===== src/pidffg_pkg.sv =====
package pidffg_pkg;

  localparam int CORDIC_STEPS_DEF = 16;
  localparam int IDX_W = 5;
  localparam int CFG_IDX_W = 3;
  localparam int CFG_DATA_W = 32;

  localparam logic [CFG_IDX_W-1:0] REG_KP    = 3'd0;
  localparam logic [CFG_IDX_W-1:0] REG_KI    = 3'd1;
  localparam logic [CFG_IDX_W-1:0] REG_KD    = 3'd2;
  localparam logic [CFG_IDX_W-1:0] REG_CLAMP = 3'd3;
  localparam logic [CFG_IDX_W-1:0] REG_FFEN  = 3'd4;
  localparam logic [CFG_IDX_W-1:0] REG_GREN  = 3'd5;
  localparam logic [CFG_IDX_W-1:0] REG_GEAR  = 3'd6;

  localparam logic [3:0] OP_NONE = 4'd0;
  localparam logic [3:0] OP_LOAD = 4'd1;
  localparam logic [3:0] OP_ERR  = 4'd2;
  localparam logic [3:0] OP_INT  = 4'd3;
  localparam logic [3:0] OP_KI   = 4'd4;
  localparam logic [3:0] OP_KD   = 4'd5;
  localparam logic [3:0] OP_KDA  = 4'd6;
  localparam logic [3:0] OP_MOD  = 4'd7;
  localparam logic [3:0] OP_FOLD = 4'd8;
  localparam logic [3:0] OP_CORD = 4'd9;
  localparam logic [3:0] OP_FIN  = 4'd10;

  localparam int MOD_TOP = 15;

  localparam logic [32:0] Q30_TWO_PI  = 33'd6746518852;
  localparam logic [31:0] Q30_PI      = 32'd3373259426;
  localparam logic [30:0] Q30_HALF_PI = 31'd1686629713;
  localparam logic [29:0] Q30_GAIN    = 30'd652032874;

  typedef struct packed {
    logic [3:0]       op;
    logic [IDX_W-1:0] idx;
  } cmd_t;

  typedef struct packed {
    logic out_busy;
  } stat_t;

  function automatic logic [29:0] atan_q30(input logic [4:0] i);
    logic [29:0] v;
    case (i)
      5'd0:  v = 30'd843314857;
      5'd1:  v = 30'd497837829;
      5'd2:  v = 30'd263043837;
      5'd3:  v = 30'd133525159;
      5'd4:  v = 30'd67021687;
      5'd5:  v = 30'd33543516;
      5'd6:  v = 30'd16775851;
      5'd7:  v = 30'd8388437;
      5'd8:  v = 30'd4194283;
      5'd9:  v = 30'd2097149;
      5'd10: v = 30'd1048576;
      5'd11: v = 30'd524288;
      5'd12: v = 30'd262144;
      5'd13: v = 30'd131072;
      5'd14: v = 30'd65536;
      5'd15: v = 30'd32768;
      5'd16: v = 30'd16384;
      5'd17: v = 30'd8192;
      5'd18: v = 30'd4096;
      5'd19: v = 30'd2048;
      5'd20: v = 30'd1024;
      5'd21: v = 30'd512;
      5'd22: v = 30'd256;
      5'd23: v = 30'd128;
      5'd24: v = 30'd64;
      5'd25: v = 30'd32;
      5'd26: v = 30'd16;
      5'd27: v = 30'd8;
      5'd28: v = 30'd4;
      5'd29: v = 30'd2;
      5'd30: v = 30'd1;
      default: v = 30'd0;
    endcase
    return v;
  endfunction

endpackage


===== src/pidffg_ctrl.sv =====
module pidffg_ctrl #(
  parameter int CORDIC_STEPS = pidffg_pkg::CORDIC_STEPS_DEF
) (
  input  logic                clk,
  input  logic                rst_n,
  input  logic                in_valid,
  output logic                in_ready,
  input  logic                out_ready,
  input  pidffg_pkg::stat_t   stat,
  output pidffg_pkg::cmd_t    cmd
);
  import pidffg_pkg::*;

  localparam logic [3:0] ST_IDLE = 4'd0;
  localparam logic [3:0] ST_ERR  = 4'd1;
  localparam logic [3:0] ST_INT  = 4'd2;
  localparam logic [3:0] ST_KI   = 4'd3;
  localparam logic [3:0] ST_KD   = 4'd4;
  localparam logic [3:0] ST_KDA  = 4'd5;
  localparam logic [3:0] ST_MOD  = 4'd6;
  localparam logic [3:0] ST_FOLD = 4'd7;
  localparam logic [3:0] ST_CORD = 4'd8;
  localparam logic [3:0] ST_FIN  = 4'd9;

  localparam logic [IDX_W-1:0] LAST_STEP = IDX_W'(CORDIC_STEPS - 1);

  logic [3:0]       state_r, state_nxt;
  logic [IDX_W-1:0] idx_r, idx_nxt;

  assign in_ready = (state_r == ST_IDLE);

  always_comb begin
    state_nxt = state_r;
    idx_nxt   = idx_r;
    cmd.op    = OP_NONE;
    cmd.idx   = idx_r;
    case (state_r)
      ST_IDLE: begin
        if (in_valid) begin
          cmd.op    = OP_LOAD;
          state_nxt = ST_ERR;
        end
      end
      ST_ERR: begin
        cmd.op    = OP_ERR;
        state_nxt = ST_INT;
      end
      ST_INT: begin
        cmd.op    = OP_INT;
        state_nxt = ST_KI;
      end
      ST_KI: begin
        cmd.op    = OP_KI;
        state_nxt = ST_KD;
      end
      ST_KD: begin
        cmd.op    = OP_KD;
        state_nxt = ST_KDA;
      end
      ST_KDA: begin
        cmd.op    = OP_KDA;
        idx_nxt   = IDX_W'(MOD_TOP);
        state_nxt = ST_MOD;
      end
      ST_MOD: begin
        cmd.op = OP_MOD;
        if (idx_r == '0) begin
          state_nxt = ST_FOLD;
        end else begin
          idx_nxt = idx_r - 1'b1;
        end
      end
      ST_FOLD: begin
        cmd.op    = OP_FOLD;
        idx_nxt   = '0;
        state_nxt = ST_CORD;
      end
      ST_CORD: begin
        cmd.op = OP_CORD;
        if (idx_r == LAST_STEP) begin
          state_nxt = ST_FIN;
        end else begin
          idx_nxt = idx_r + 1'b1;
        end
      end
      ST_FIN: begin
        if (!stat.out_busy || out_ready) begin
          cmd.op    = OP_FIN;
          state_nxt = ST_IDLE;
        end
      end
      default: begin
        state_nxt = ST_IDLE;
      end
    endcase
  end

  always_ff @(posedge clk) begin
    if (!rst_n) begin
      state_r <= ST_IDLE;
      idx_r   <= '0;
    end else begin
      state_r <= state_nxt;
      idx_r   <= idx_nxt;
    end
  end

`ifndef SYNTHESIS
  a_mod_to_fold: assert property (@(posedge clk) disable iff (!rst_n)
    (state_r == ST_MOD && idx_r == '0) |=> (state_r == ST_FOLD))
    else $error("reduction did not hand over to the fold step");
  a_cord_len: assert property (@(posedge clk) disable iff (!rst_n)
    (state_r == ST_CORD) |-> (idx_r <= LAST_STEP))
    else $error("rotation counter ran past the step count");
  a_fin_next: assert property (@(posedge clk) disable iff (!rst_n)
    (cmd.op == OP_FIN) |=> (state_r == ST_IDLE))
    else $error("controller did not return to idle after a result");
`endif

endmodule


===== config.mk =====
export PLATFORM = sky130hd
export DESIGN_NAME = pidffg_ctrl
export DESIGN_NICKNAME = d
export VERILOG_FILES = /design/src/pidffg_pkg.sv /design/src/pidffg_ctrl.sv
export SDC_FILE = /design/constraint.sdc
export NUM_CORES = 1
export LEC_CHECK = 0
export BUFFER_PORTS_ARGS = -buffer_cell sky130_fd_sc_hd__buf_4
export CORE_MARGIN = 2
export CORE_UTILIZATION = 35
export CTS_BUF_LIST = sky130_fd_sc_hd__clkbuf_4
export CTS_CLUSTER_SIZE = 28
export DETAILED_ROUTE_END_ITERATION = 12
export GPL_ROUTABILITY_DRIVEN = 0
export HOLD_SLACK_MARGIN = 0.02
export PLACE_DENSITY = 0.63
export SKIP_LAST_GASP = 1
export SLEW_MARGIN = 20
export SYNTH_ARGS = -nofsm -noshare
export SYNTH_HDL_FRONTEND = slang
export SYNTH_SLANG_ARGS = --single-unit

===== constraint.sdc =====
create_clock -name clk -period 2.18 [get_ports clk]
set_input_delay 0.327 -clock clk [delete_from_list [all_inputs] [get_ports clk]]
set_output_delay 0.327 -clock clk [all_outputs]
set_load 0.05 [all_outputs]

==> out/summary.txt <==
status -> finished clean
Worst Path Arrival -> 2.27 ns
largest area contributor in the netlist -> dfxtp_1
syn nets -> 94
pwr dens -> 540 nW/µm²
cell count after placement -> 127
Post-Syn Instances -> 85
Final Non-Filler Cells -> 131
Max FO, Critical Path -> 5
crit path max-delay cell type -> or3b_1
nature of the critical path startpoint -> register
crit end category -> register
Die Wd -> 48.9 µm
fin crit period -> 2.06 ns
CTS root buf -> clkbuf_4
Mean Syn Cell Area -> 8.29 µm²
# DRC -> 0
die boundary height -> 48.9 µm
layout overhead on the synthesized area -> 30.7%
crit path kind -> register to register
top_reg_cell synth -> dfxtp_1
pin count of the biggest net entering global routing -> 16
Vias per Instance -> 5.09
count leader, synth -> nor2_1
post-synthesis sequential area ratio -> 25.6%
MaxCap Viol Count -> 0
Ys Warns -> 0
CP top delay family -> simple AND/OR/NAND/NOR gates
Yosys cell types -> 33
1st-iter DRT viols -> 25
pre-CTS WS -> 0.132 ns
die area -> 2390 µm²
post-DP HPWL -> 1.23 mm
Max stage delay on crit path -> 0.39 ns
Synth Cell Area -> 704 µm²
Post-synth EDFFs -> 0
Psw -> 180 µW
clk sink count -> 9
Synth top area share -> 25.6%
initial antenna violation count -> 0
Starting Density -> 36.7%
Inserted Diodes -> 0
core footprint -> 1920 µm²
Rel. slew slack -> 77.6%
TritonCTS clock tree -> done
Final Hold Viols -> 0
hold_buf cts -> 0
H-tree depth -> 1
post-CTS setup buffer count -> 0
CTS buffer count -> 3
end-of-flow core utilization -> 47.9%
Worst Path Buf+Inv -> 0
worst skew pair latency -> 0.27 ns
Clock Path Buffers -> 2
Area contributors post-synth -> dfxtp_1, ha_1, nor2_1, a21oi_1, o221a_1
RSZ-0062 raised after global routing -> false
WL final -> 1.67 mm
first-pass GRT wire length -> 2.84 mm
Comb pwr share -> 34.6%
fill cell count -> 210
internal power -> 317 µW
final worst slack -> 0.121 ns
final setup vio count -> 0
drt pass-1 iters -> 4
DR WL/cell -> 12.8 µm
Final Max Slew Viols -> 0
Core Rows -> 16
IO Port Bufs -> 14
period utilization -> 94.4%
Yosys reg bits -> 9
fmax -> 486 MHz
sequential power share -> 35.8%
Net Sw Frac -> 36.3%
worst vdd ir -> 349 µV
Clock Skew -> 0.000448 ns
Clk pwr share -> 29.6%
Worst Tran Pin Value -> 0.336 ns
share of layout cells above drive strength 1 -> 31.7%
total global-route track usage -> 15.5%
P_leak -> 0.000392 µW
clk slew on worst S/H paths -> 0.06 ns
CP required -> 2.39 ns
crit path cell chain -> or3b_1 -> or2_4 -> ha_1 -> a21o_1 -> a21oi_2 -> xnor2_1 -> a21oi_1 -> nor2_1
global-route congestion overflow total -> 0
Hold Path Class -> input port to register
DRT antenna net count -> 0
Synth async-reset ratio -> 0%
vias in the first global route -> 604
Final #Nets -> 114
Top Ports -> 15
via count -> 667
Synth top cells by count -> nor2_1, dfxtp_1, a21oi_1, nand2_1, inv_1
==> layout by cell type, fill, tap and decap left out, types with 3 or more instances in the layout <==
master / instances
o21ai_0: 3
nor3_1: 3
a21oi_1: 5
o221a_1: 3
buf_4: 19
dfxtp_1: 8
nand2_1: 7
nor2_1: 10
inv_1: 5
clkbuf_4: 4
==> power groups by stage <==
stage	Sequential, µW	Combinational [µW]	Clock, µW
6_report	178	172	147
5_1_grt	179	184	160
4_1_cts	177	171	153
3_5_place_dp	181	170	0
3_3_place_gp	182	169	0
2_1_floorplan	191	112	0
==> state kept, by name (all words and copies together), names as in the netlist <==
register	cells
state_r	4
idx_r	5
==> kinds of logic (layout without fill, tap and decap cells) <==
kind of cell / after synthesis / after routing / share of synthesized area [%]
buf+inv: 9 / 28 / 7.10
mux: 2 / 2 / 2.84
fa+ha+maj: 4 / 4 / 8.17
simple gates: 34 / 34 / 25.6
flops: 9 / 9 / 25.6
compound gates: 23 / 23 / 25.8
xor+xnor: 4 / 4 / 4.97
==> final timing paths <==
check | from | cells past startpoint | endpoint | slack (ns)
setup / recovery | state_r[2] | 8 | idx_r[3] | 0.12
hold / removal | out_ready | 4 | state_r[0] | 0.36
setup reg to reg | state_r[2] | 8 | idx_r[3] | 0.12
hold reg to reg | idx_r[4] | 2 | idx_r[4] | 0.55
==> through the flow <==
step | hold WS (ns) | setup TNS (ns) | total power [µW] | cell area, µm²
final | 0.358 | 0 | 498 | 921
after global routing | 0.366 | 0 | 523 | 921
after CTS | 0.350 | 0 | 502 | 903
after detailed placement | 0.537 | 0 | 351 | 873
after global placement | 0.536 | 0 | 351 | 873
after floorplan | 0.497 | -0.000560 | 302 | 728
==> timing repair <==
item	4_1_cts	5_1_grt
setup endpoints to repair	0	2
endpoints found under the hold margin	0	0
gates resized for setup	0	3
==> worst reg2reg max path, stage by stage, from the launching register on <==
cell and delay (ns):
dfxtp_2 0.34, or3b_1 0.39, or2_4 0.28, ha_1 0.29, a21o_1 0.20, a21oi_2 0.17
xnor2_1 0.14, a21oi_1 0.09, nor2_1 0.11
==> layer usage <==
layer / up-vias / share of wire [%] / GRT usage (%) / routed length (µm)
li1: 342 / - / - / -
met1: 299 / 50 / 20.1 / 832
met2: 22 / 43 / 23.5 / 720
met3: 4 / 5.7 / 4.91 / 96
met4: 0 / 1.5 / 7.14 / 25
met5: - / 0 / 0 / 0
==> final cells by class <==
class / instances / area (µm²) / area share (%)
well taps: 27 / 33.8 / 3.67
flip-flops and latches: 9 / 181 / 19.7
inverters: 5 / 18.8 / 2.04
repair buffers: 19 / 143 / 15.5
clock buffers: 4 / 30.0 / 3.26
multi-input cells: 67 / 514 / 55.8
(Power assumes the default switching activity.)
